===== src/rtl/sot_pkg.sv =====
// ----------------------------------------------------------------------------
// sot_pkg
// Types, mode codes and register indexes shared by the on/off timer.
// ----------------------------------------------------------------------------
package sot_pkg;

	localparam int MinuteW = 11;
	localparam int ModeW   = 3;
	localparam int DayW    = 3;
	localparam int MaskW   = 8;
	localparam int ActionW = 8;
	localparam int CfgIdxW = 3;
	localparam int CfgDataW = 11;

	// Result queue: two words per tick at most, so four entries leave room for a
	// tick's results while the consumer stalls and older words wait.
	localparam int FifoDepth = 4;
	localparam int FifoPtrW  = $clog2(FifoDepth);
	localparam int FifoCntW  = $clog2(FifoDepth + 1);

	localparam logic [ModeW-1:0] MODE_SLEEP       = 3'd0;
	localparam logic [ModeW-1:0] MODE_PERIOD_WAIT = 3'd1;
	localparam logic [ModeW-1:0] MODE_PERIOD      = 3'd2;
	localparam logic [ModeW-1:0] MODE_COUNT_WAIT  = 3'd3;
	localparam logic [ModeW-1:0] MODE_COUNT       = 3'd4;
	localparam logic [ModeW-1:0] MODE_WEEKLY_WAIT = 3'd5;
	localparam logic [ModeW-1:0] MODE_WEEKLY      = 3'd6;

	localparam logic CMD_TICK = 1'b0;
	localparam logic CMD_ARM  = 1'b1;

	localparam logic [CfgIdxW-1:0] REG_ARMED_MODE   = 3'd0;
	localparam logic [CfgIdxW-1:0] REG_START_MINUTE = 3'd1;
	localparam logic [CfgIdxW-1:0] REG_END_MINUTE   = 3'd2;
	localparam logic [CfgIdxW-1:0] REG_DAY_MASK     = 3'd3;
	localparam logic [CfgIdxW-1:0] REG_START_ACTION = 3'd4;
	localparam logic [CfgIdxW-1:0] REG_END_ACTION   = 3'd5;

	typedef struct packed {
		logic               command;
		logic [MinuteW-1:0] now_minute;
		logic [DayW-1:0]    day_of_week;
	} in_word_t;

	typedef struct packed {
		logic               has_action;
		logic [ActionW-1:0] action;
		logic               was_sleeping;
		logic               last;
	} out_word_t;

endpackage


===== src/rtl/scheduled_on_off_timer.sv =====
// ----------------------------------------------------------------------------
// scheduled_on_off_timer
// Minute-tick driven switch timer with period, countdown and weekly modes.
// ----------------------------------------------------------------------------
// One word is accepted per cycle while the input is not stalled. A word is
// registered, evaluated against the timer state once the result queue has
// room for two words, and its results (none for an arm, one or two for a
// tick) go into a four-entry result queue. The input stalls only while the
// queue holds more than two words, which two-result ticks can bring about even
// with the output never stalled; a new word is taken while the last is evaluated.
module scheduled_on_off_timer
	import sot_pkg::*;
(
	input  logic                clk,
	input  logic                arst_n,
	input  logic                cfg_write,
	input  logic [CfgIdxW-1:0]  cfg_index,
	input  logic [CfgDataW-1:0] cfg_data,
	input  logic                in_valid,
	output logic                in_stall,
	input  in_word_t            in_word,
	output logic                out_valid,
	input  logic                out_stall,
	output out_word_t           out_word
);

	// Configuration registers
	logic [ModeW-1:0]   armed_mode_q;
	logic [MinuteW-1:0] start_minute_q;
	logic [MinuteW-1:0] end_minute_q;
	logic [MaskW-1:0]   day_mask_q;
	logic [ActionW-1:0] start_action_q;
	logic [ActionW-1:0] end_action_q;

	always_ff @(posedge clk or negedge arst_n) begin
		if (!arst_n) begin
			armed_mode_q   <= MODE_SLEEP;
			start_minute_q <= '0;
			end_minute_q   <= '0;
			day_mask_q     <= '0;
			start_action_q <= '0;
			end_action_q   <= '0;
		end else if (cfg_write) begin
			case (cfg_index)
				REG_ARMED_MODE:   armed_mode_q   <= cfg_data[ModeW-1:0];
				REG_START_MINUTE: start_minute_q <= cfg_data[MinuteW-1:0];
				REG_END_MINUTE:   end_minute_q   <= cfg_data[MinuteW-1:0];
				REG_DAY_MASK:     day_mask_q     <= cfg_data[MaskW-1:0];
				REG_START_ACTION: start_action_q <= cfg_data[ActionW-1:0];
				REG_END_ACTION:   end_action_q   <= cfg_data[ActionW-1:0];
				default: ;
			endcase
		end
	end

	// Input register
	logic     valid_s1;
	in_word_t word_s1;
	logic     adv_s1;
	logic     in_take;

	logic [FifoCntW-1:0] count_q;

	assign adv_s1   = valid_s1 && (count_q <= FifoCntW'(FifoDepth - 2));
	assign in_stall = valid_s1 && !adv_s1;
	assign in_take  = in_valid && !in_stall;

	always_ff @(posedge clk or negedge arst_n) begin
		if (!arst_n) begin
			valid_s1 <= 1'b0;
		end else if (in_take || adv_s1) begin
			valid_s1 <= in_take;
		end
	end

	always_ff @(posedge clk) begin
		if (in_take) begin
			word_s1 <= in_word;
		end
	end

	// Timer state
	logic [ModeW-1:0]   mode_q;
	logic [MinuteW-1:0] ref_q;
	logic [MinuteW-1:0] span_q;

	logic [ModeW-1:0]   mode_n;
	logic [MinuteW-1:0] ref_n;
	logic [MinuteW-1:0] span_n;

	logic               sleeping;
	logic               day_on;
	logic               win_ok;
	logic               win_stop;
	logic               win_start;
	logic [MinuteW-1:0] past;
	logic               cd_stop;
	logic [ActionW-1:0] act0;
	logic [ActionW-1:0] act1;
	logic [1:0]         n_act;
	logic [1:0]         n_push;
	out_word_t          w0;
	out_word_t          w1;

	assign sleeping  = (mode_q == MODE_SLEEP);
	assign day_on    = day_mask_q[word_s1.day_of_week];
	assign win_ok    = ref_q < span_q;
	assign win_stop  = win_ok && (word_s1.now_minute >= span_q);
	assign win_start = win_ok && !win_stop && (word_s1.now_minute >= ref_q);

	// A minute behind the reference is checked directly and ends the countdown,
	// since its wrapped elapsed time need not exceed the span.
	assign past    = word_s1.now_minute - ref_q;
	assign cd_stop = (span_q != '0) && ((word_s1.now_minute < ref_q) || (span_q <= past));

	always_comb begin
		mode_n = mode_q;
		ref_n  = ref_q;
		span_n = span_q;
		act0   = '0;
		act1   = '0;
		n_act  = 2'd0;
		if (word_s1.command == CMD_ARM) begin
			mode_n = armed_mode_q;
			ref_n  = start_minute_q;
			span_n = end_minute_q;
		end else begin
			case (mode_q)
				MODE_PERIOD_WAIT: begin
					if (win_start) begin
						act0   = start_action_q;
						n_act  = 2'd1;
						mode_n = MODE_PERIOD;
					end
				end
				MODE_PERIOD: begin
					if (win_stop) begin
						act0   = end_action_q;
						n_act  = 2'd1;
						mode_n = MODE_SLEEP;
					end
				end
				MODE_COUNT_WAIT, MODE_COUNT: begin
					if (mode_q == MODE_COUNT_WAIT) begin
						act0   = start_action_q;
						n_act  = 2'd1;
						mode_n = MODE_COUNT;
					end
					if (span_q != '0) begin
						if (cd_stop) begin
							ref_n  = '0;
							span_n = '0;
							mode_n = MODE_SLEEP;
							if (n_act == 2'd0) begin
								act0  = end_action_q;
								n_act = 2'd1;
							end else begin
								act1  = end_action_q;
								n_act = 2'd2;
							end
						end else begin
							ref_n  = word_s1.now_minute;
							span_n = span_q - past;
						end
					end
				end
				MODE_WEEKLY_WAIT: begin
					if (day_on && win_start) begin
						act0   = start_action_q;
						n_act  = 2'd1;
						mode_n = MODE_WEEKLY;
					end
				end
				MODE_WEEKLY: begin
					if (!day_on || win_stop) begin
						act0   = end_action_q;
						n_act  = 2'd1;
						mode_n = MODE_WEEKLY_WAIT;
					end
				end
				default: ;
			endcase
		end
	end

	always_comb begin
		w0.has_action   = (n_act != 2'd0);
		w0.action       = act0;
		w0.was_sleeping = sleeping;
		w0.last         = (n_act != 2'd2);
		w1.has_action   = 1'b1;
		w1.action       = act1;
		w1.was_sleeping = sleeping;
		w1.last         = 1'b1;
		if (word_s1.command == CMD_ARM) begin
			n_push = 2'd0;
		end else if (n_act == 2'd2) begin
			n_push = 2'd2;
		end else begin
			n_push = 2'd1;
		end
	end

	always_ff @(posedge clk or negedge arst_n) begin
		if (!arst_n) begin
			mode_q <= MODE_SLEEP;
			ref_q  <= '0;
			span_q <= '0;
		end else if (adv_s1) begin
			mode_q <= mode_n;
			ref_q  <= ref_n;
			span_q <= span_n;
		end
	end

	// Result queue
	out_word_t           fifo_q [FifoDepth];
	logic [FifoPtrW-1:0] wr_q;
	logic [FifoPtrW-1:0] rd_q;
	logic [FifoPtrW-1:0] wr_next;
	logic                pop;
	logic [1:0]          push;

	assign wr_next   = wr_q + FifoPtrW'(1);
	assign push      = adv_s1 ? n_push : 2'd0;
	assign out_valid = (count_q != '0);
	assign out_word  = fifo_q[rd_q];
	assign pop       = out_valid && !out_stall;

	always_ff @(posedge clk) begin
		if (push != 2'd0) begin
			fifo_q[wr_q] <= w0;
		end
		if (push == 2'd2) begin
			fifo_q[wr_next] <= w1;
		end
	end

	always_ff @(posedge clk or negedge arst_n) begin
		if (!arst_n) begin
			wr_q    <= '0;
			rd_q    <= '0;
			count_q <= '0;
		end else begin
			wr_q    <= wr_q + FifoPtrW'(push);
			rd_q    <= rd_q + FifoPtrW'(pop);
			count_q <= count_q + FifoCntW'(push) - FifoCntW'(pop);
		end
	end

	// Checks
	a_count_bound: assert property (@(posedge clk) disable iff (!arst_n)
		count_q <= FifoCntW'(FifoDepth))
		else $error("result queue count beyond depth");

	a_no_adv_full: assert property (@(posedge clk) disable iff (!arst_n)
		(count_q > FifoCntW'(FifoDepth - 2)) |-> !adv_s1)
		else $error("word evaluated without room for two results");

	a_stall_held: assert property (@(posedge clk) disable iff (!arst_n)
		in_stall |-> valid_s1)
		else $error("input stalled with an empty input register");

	a_arm_loads: assert property (@(posedge clk) disable iff (!arst_n)
		(adv_s1 && (word_s1.command == CMD_ARM)) |=>
		((mode_q == $past(armed_mode_q)) && (span_q == $past(end_minute_q))))
		else $error("arm did not load the mode and span");

endmodule


===== config.mk =====
export PLATFORM = sky130hd
export DESIGN_NAME = scheduled_on_off_timer
export DESIGN_NICKNAME = d
export VERILOG_FILES = /design/src/rtl/sot_pkg.sv /design/src/rtl/scheduled_on_off_timer.sv
export SDC_FILE = /design/constraint.sdc
export NUM_CORES = 1
export LEC_CHECK = 0
export BUFFER_PORTS_ARGS = -buffer_cell sky130_fd_sc_hd__clkbuf_2
export CORE_MARGIN = 5
export CORE_UTILIZATION = 35
export CTS_CLUSTER_DIAMETER = 200
export CTS_CLUSTER_SIZE = 25
export DETAILED_ROUTE_END_ITERATION = 10
export MAX_ROUTING_LAYER = met4
export PLACE_DENSITY = 0.58
export SKIP_LAST_GASP = 1
export SLEW_MARGIN = 10
export SYNTH_ARGS = -nofsm -noshare
export SYNTH_HDL_FRONTEND = slang
export SYNTH_SLANG_ARGS = --single-unit
export TNS_END_PERCENT = 50

===== constraint.sdc =====
create_clock -name clk -period 5.5 [get_ports clk]
set_input_delay 0.55 -clock clk [delete_from_list [all_inputs] [get_ports clk]]
set_output_delay 0.55 -clock clk [all_outputs]
set_load 0.01 [all_outputs]

After elaboration in Yosys (flattened, before gate mapping):

Memory sizes are Yosys's and may differ from the RTL's.
Index checks and enable logic that the tools add are counted.

* $lt $le $gt $ge: 7
* mux-type cells: 53
* reductions and logical operators: 36
* add/sub/neg operators: 7
* eq/ne operators: 18

Operators with widths (count)
* 8-bit two-way mux: 14
* 11-bit two-way mux: 8
* 8-bit case mux with 5 select lines: 1
* 3-bit two-way mux: 8
* 11-bit greater-or-equal comparator: 2
* 11-bit < comparator: 2
* 11-bit subtractor: 2
* 2-bit two-way mux: 9
* 3-bit == test, second input constant: 5
* 3-bit case mux with 5 select lines: 1
* 3-bit by 2-bit == test with 1-bit output, second input constant: 4
* 3-bit inequality test, second input constant: 4
* 2-bit AND reduction: 6
* 11-bit less-or-equal comparator: 1
* 11-bit nonzero test: 1
* 1-bit two-way mux: 10
* 2-bit case mux with 5 select lines: 1
* 1-bit logical AND: 9
* 2-bit nonzero test: 4
* 3-bit by 1-bit == test with 1-bit output, second input constant: 2
* 3-bit zero test: 2
* 6-bit AND reduction: 1
* 6-bit nonzero test: 1
* 1-bit zero test: 5
* 15 further kinds: 18

* logic and storage cells: 138
* input port bits: 34
* register bits: 97
* bits in writable memories: 44
* output and inout port bits: 13
* memories kept: 1

Memory list
* fifo_q: words 4, width 11, rd ports 1, clocked after Yosys merged registers in 0, write ports 2, RTL line scheduled_on_off_timer.sv:217 `out_word_t fifo_q [FifoDepth];`

Longest topological paths before layout:

* word-level depth: 17
* depth in mapped cells: 31
* mapped depth without buffers: 31

Worst setup path after synthesis:

OpenSTA, ideal clock, no wires.

* path kind: reg-to-reg
* start point: reg word_s1[3] in the netlist's numbering
* end point: reg count_q[2]
* cell stages (with the launch flop): 32
* period minus slack after synthesis: 5.801 ns
* data required time: 5.377 ns
* buffers on the path: 0
* setup time: 0.123 ns
* path slack: -0.301 ns
* arrival: 5.678 ns
* cells stage by stage: edfxtp_1 > inv_1 > ha_1 > inv_1 > fa_1 > a21o_1 > a21oi_1 > o21bai_1 > a21oi_1 > o21ai_0 > a21o_1 > a21oi_1 > xor2_1 > ha_1 > and3_1 > a31oi_1 > o21ai_0 > a41oi_2 > o31ai_1 > inv_1 > ha_1 > mux2i_1 > nor2b_1 > a211oi_1 > nand2b_1 > ha_1 > inv_1 > ha_1 > inv_1 > fa_1 > xor2_1 > xnor2_1

* word-level cells in the longest chain between the ends: 15
* elaborated cells on any way between the ends: 27
* classes of those cells: 3 x add/sub; 4 x order compare; 1 x eq/ne; 11 x mux; 8 x reduce/logical

Ends and longest elaborated chain
* from (decl): RTL line scheduled_on_off_timer.sv:58 `in_word_t word_s1;`
* from (signal assigned): RTL line scheduled_on_off_timer.sv:78 `word_s1 <= in_word;`
* branches (longest 7 deep; another with 11-bit subtractor)
* 2-bit case mux with 5 select lines *: RTL line scheduled_on_off_timer.sv:128 `case (mode_q)`
* 2-bit two-way mux *: RTL line scheduled_on_off_timer.sv:123 `if (word_s1.command == CMD_ARM) begin`
* 2-bit == test *: RTL line scheduled_on_off_timer.sv:197 `end else if (n_act == 2'd2) begin`
* 2-bit two-way mux *: RTL line scheduled_on_off_timer.sv:197
* 2-bit two-way mux *: RTL line scheduled_on_off_timer.sv:195 `if (word_s1.command == CMD_ARM) begin`
* 2-bit two-way mux *: RTL line scheduled_on_off_timer.sv:225 `assign push = adv_s1 ? n_push : 2'd0;`
* 3-bit by 2-bit adder with 3-bit output *: RTL line scheduled_on_off_timer.sv:247 `count_q <= count_q + FifoCntW'(push) - FifoCntW'(pop);`
* 3-bit by 1-bit subtractor with 3-bit output *: RTL line scheduled_on_off_timer.sv:247
* to (signal assigned): RTL line scheduled_on_off_timer.sv:247
* to (decl): RTL line scheduled_on_off_timer.sv:62 `logic [FifoCntW-1:0] count_q;`

Mark *: on every way between the ends.
A chain may end at the register's enable or synchronous reset.

Worst setup path after layout:

Same ends and word-level chain as after synthesis.

==> results.tsv <==
stage	metric	value	unit
die	Cell Rows	56	
die	Ports	47	
worst_hold_path	hold endpoint	word_s1[14]	
timing	Fin Setup TNS	0	ns
power	Sw Share	42.25	%
drt	drt drc	0	
global_routing	gr ovfl total	0	
global_routing	first-pass GRT wire length	34090	um
finish	P&R area growth vs syn	16.96	%
timing	post-route setup slack	0.2905	ns
drt	vias	6349	
drt	DR WL/cell	18.23	um
power	Max IR drop VDD	0.2869	mV
drt	DRT antenna net count	0	
placed_design	Routability Congestion	0.8581	
synth	cell taking the most area after synthesis	dfrtp_1	
power	Clk network pwr share	19.4	%
synth	Yosys Warn Count	0	
synth	post-synthesis sequential area ratio	45.83	%
timing	Max Freq	192.0	MHz
clocking	Root Buffer	clkbuf_16	
timing	Final period util	94.72	%
timing	Hold Vio Cnt, Final	0	
clocking	clk_lat worst skew	0.43	ns
critical_path	critical path class	flop to flop	
finish	share of cells above drive strength 1	22.27	%
timing	WHS	0.2898	ns
global_routing	Tot GR Track Use	16.88	%
placed_design	pre-CTS setup slack	-0.1040	ns
synth	predominant post-synthesis flop cell	dfrtp_1	
die	Die Y	162.8	um
timing	setup violators final	0	
power	P_sw	2.562	mW
synth	Post-Syn Nets	862	
clocking	H-tree depth	4	
power	PD cells	634.8	nW/um2
timing	clock skew	0.01795	ns
synth	ranking of synthesized cells by area	dfrtp_1 (25%), edfxtp_1 (19%), ha_1 (7.5%), mux2_2 (6.6%), mux4_2 (3.6%)	
global_routing	vias in the first global route	6089	
power	sequential share of power	28.2	%
drt	WL final	21210	um
worst_hold_path	Hold Path Depth	1	
critical_path	Setup crit end kind	flop	
critical_path	Worst path max stage delay	0.40	ns
power	Power Internal	3.502	mW
worst_hold_path	Hold/Removal Path Class	primary input to flop	
timing	Final Max Tran Viols	0	
critical_path	reg-to-reg endpoint	count_q[2]	
drt	1st-pass router iterations	5	
timing	Tmin final	5.210	ns
finish	Final Non-Filler Cells	1163	
die	die area	26490	um2
power	Leakage	3.855	nW
placed_design	detailed-placement wirelength estimate	15350	um
die	Initial Util	35.22	%
clocking	cts bufs inserted	17	
synth	Synth Register Bits	141	
clocking	CTS sink cnt	141	
timing	slew margin rel.	31.12	%
clocking	CTS max path bufs	2	
clocking	Reg clk slew, reported paths	0.06	ns
drt	drt initial violations	500	
critical_path	R2R cell count	31	
placed_design	post-placement cell count	1123	
global_routing	largest net degree at the start of global routing	77	
finish	ant diodes	0	
synth	share of the synthesized area in the top cell type	25.12	%
synth	synthesized instance count	776	
power	Gate power share	52.4	%
timing	unrepaired setup endpoints after global routing	no	
placed_design	port bufs	46	
timing	Worst-Margin Slew	1.033	ns
critical_path	Worst EP arrival	5.53	ns
die	core area	23190	um2
global_routing	initial antenna violation count	0	
job	MaxCap Viol Count	0	
critical_path	crit start category	flop	
finish	Final Net Count	917	
synth	Avg Inst Size Synth	10.53	um2
drt	Via density	5.459	
die	Die Wd	162.8	um
clocking	CTS tree	built	
critical_path	CP Data Required Time	5.82	ns
critical_path	Worst Path Max Fanout	3	
synth	EDFF count, synth	51	
critical_path	R2R Path Start	word_s1[3]	
synth	synthesized cell area	8168	um2
critical_path	setup slack, reg-to-reg	0.29	ns
critical_path	crit path max-delay cell type	edfxtp_1	
status	status	completed	
synth	Netlist cell types	59	
worst_hold_path	HP Start	in_word[14]	
synth	ys async rst share	58.16	%
[final cells by class]
class | instances | area [um2]
clock buffers | 19 | 432.9
clock inverters | 13 | 162.7
fillers | 2234 | 13640
inverters | 43 | 161.4
multi-input cells | 553 | 4200
flip-flops and latches | 141 | 3744
well taps | 319 | 399.1
repair buffers | 75 | 452.9
[worst max path at each step]
stage                          start         end  slack [ns]
final                     word_s1[3]  count_q[2]        0.29
after global routing      word_s1[3]  count_q[2]       0.002
after CTS                 word_s1[3]  count_q[2]        0.02
after detailed placement  word_s1[3]  count_q[2]       -0.10
after global placement    word_s1[3]  count_q[2]        0.02
after floorplan           word_s1[3]  count_q[2]        0.01
[cell usage in the layout (no fill, tap or decap), drive strengths merged, types with 9 or more instances in the layout]
master,n
a21o,13
a21oi,45
a31oi,20
buf,29
clkbuf,64
dfrtp,82
edfxtp,51
ha,49
inv,47
mux2,49
mux4,13
nand2,70
nand3,58
nand4,14
nor2,36
o211ai,31
o21ai,22
or4,26
xnor2,13
xor2,9
[cell usage after synthesis (2+ instances only)]
library cell   n
xnor2_1       13
ha_1          49
nor2_1        36
nand2b_1       4
and2_1         6
o221ai_1       4
o211ai_1      31
a21oi_1       45
inv_1         43
o21ai_0       21
a211oi_1       4
buf_2          3
or3_1          6
nand4b_1       3
nand2_1       70
o31ai_1        3
nor4_1         3
nor4bb_1       2
dfrtp_1       82
nor2b_1        8
buf_1          2
nor3_1         7
or4_1         26
nand4_1       14
xor2_1         9
dfxtp_1        8
o21bai_1       3
a31oi_1       20
and3_1         5
edfxtp_1      51
mux4_2        13
fa_1           3
mux2_2        48
a22oi_1        2
nand3_1       58
a21o_1        13
clkbuf_1      32
a41oi_1        2
mux2i_1        4
[registers in the layout, summed over array words and instances, names as in the netlist]
register / count
end_action_q: 8
armed_mode_q: 3
start_action_q: 8
rd_q: 2
day_mask_q: 8
valid_s1: 1
span_q: 11
fifo_q: 44
count_q: 3
mode_q: 3
ref_q: 11
start_minute_q: 11
end_minute_q: 11
word_s1: 15
wr_q: 2
[kinds of logic (layout without fill, tap and decap cells)]
family | Yosys count | count (layout) | synth area share, %
AOI/OAI and AO/OA | 160 | 160 | 12.91
xor gates and xnor gates | 22 | 22 | 2.359
adders and majority gates | 52 | 52 | 8.241
buffers and inverters | 82 | 150 | 3.921
DFF | 141 | 141 | 45.83
muxes | 66 | 66 | 10.83
and+or+nand+nor | 253 | 253 | 15.90
[power by group through the flow]
| stage | Combinational (mW) | Sequential (mW) | Clock [mW] |
|---|---|---|---|
| final | 3.18 | 1.71 | 1.18 |
| after global routing | 3.51 | 1.76 | 1.25 |
| after CTS | 3.11 | 1.71 | 1.20 |
| after detailed placement | 3.07 | 1.73 | 0 |
| after global placement | 3.05 | 1.72 | 0 |
| after floorplan | 2.41 | 1.56 | 0 |
[repair_timing]
| action | 4_1_cts | 5_1_grt |
|---|---|---|
| endpoints found under the hold margin | 6 | 0 |
| gates resized for setup | 6 | 9 |
| buffers inserted | 6 | 1 |
| endpoints found under the setup margin | 1 | 2 |
| pin swaps | 2 | 12 |
| hold buffers | 1 | 0 |
[layer usage]
layer	routed length, um	up-vias	track usage [%]
met1	9822	3087	22.99
li1	-	3022	-
met2	9981	209	25.55
met5	0	-	-
met4	361	0	4.880
met3	1041	31	3.619
[metrics by stage]
| stage | total power [mW] | area (um2) | util (%) |
|---|---|---|---|
| 2_1_floorplan | 3.974 | 8187 | - |
| 3_3_place_gp | 4.769 | 8837 | 38.10 |
| 3_5_place_dp | 4.795 | 8837 | 38.10 |
| 4_1_cts | 6.021 | 9507 | 40.99 |
| 5_1_grt | 6.515 | 9553 | 41.19 |
| 6_report | 6.064 | 9553 | 41.19 |
[worst max-delay path, delay by kind of cell (launching register included)]
family / cells / cell delay, ns
buf+inv: 5 / 0.36
simple gates: 3 / 0.42
fa+ha+maj: 7 / 1.63
compound gates: 12 / 1.72
mux: 1 / 0.13
xor+xnor: 3 / 0.44
flops: 1 / 0.40
(Power assumes the default switching activity.)
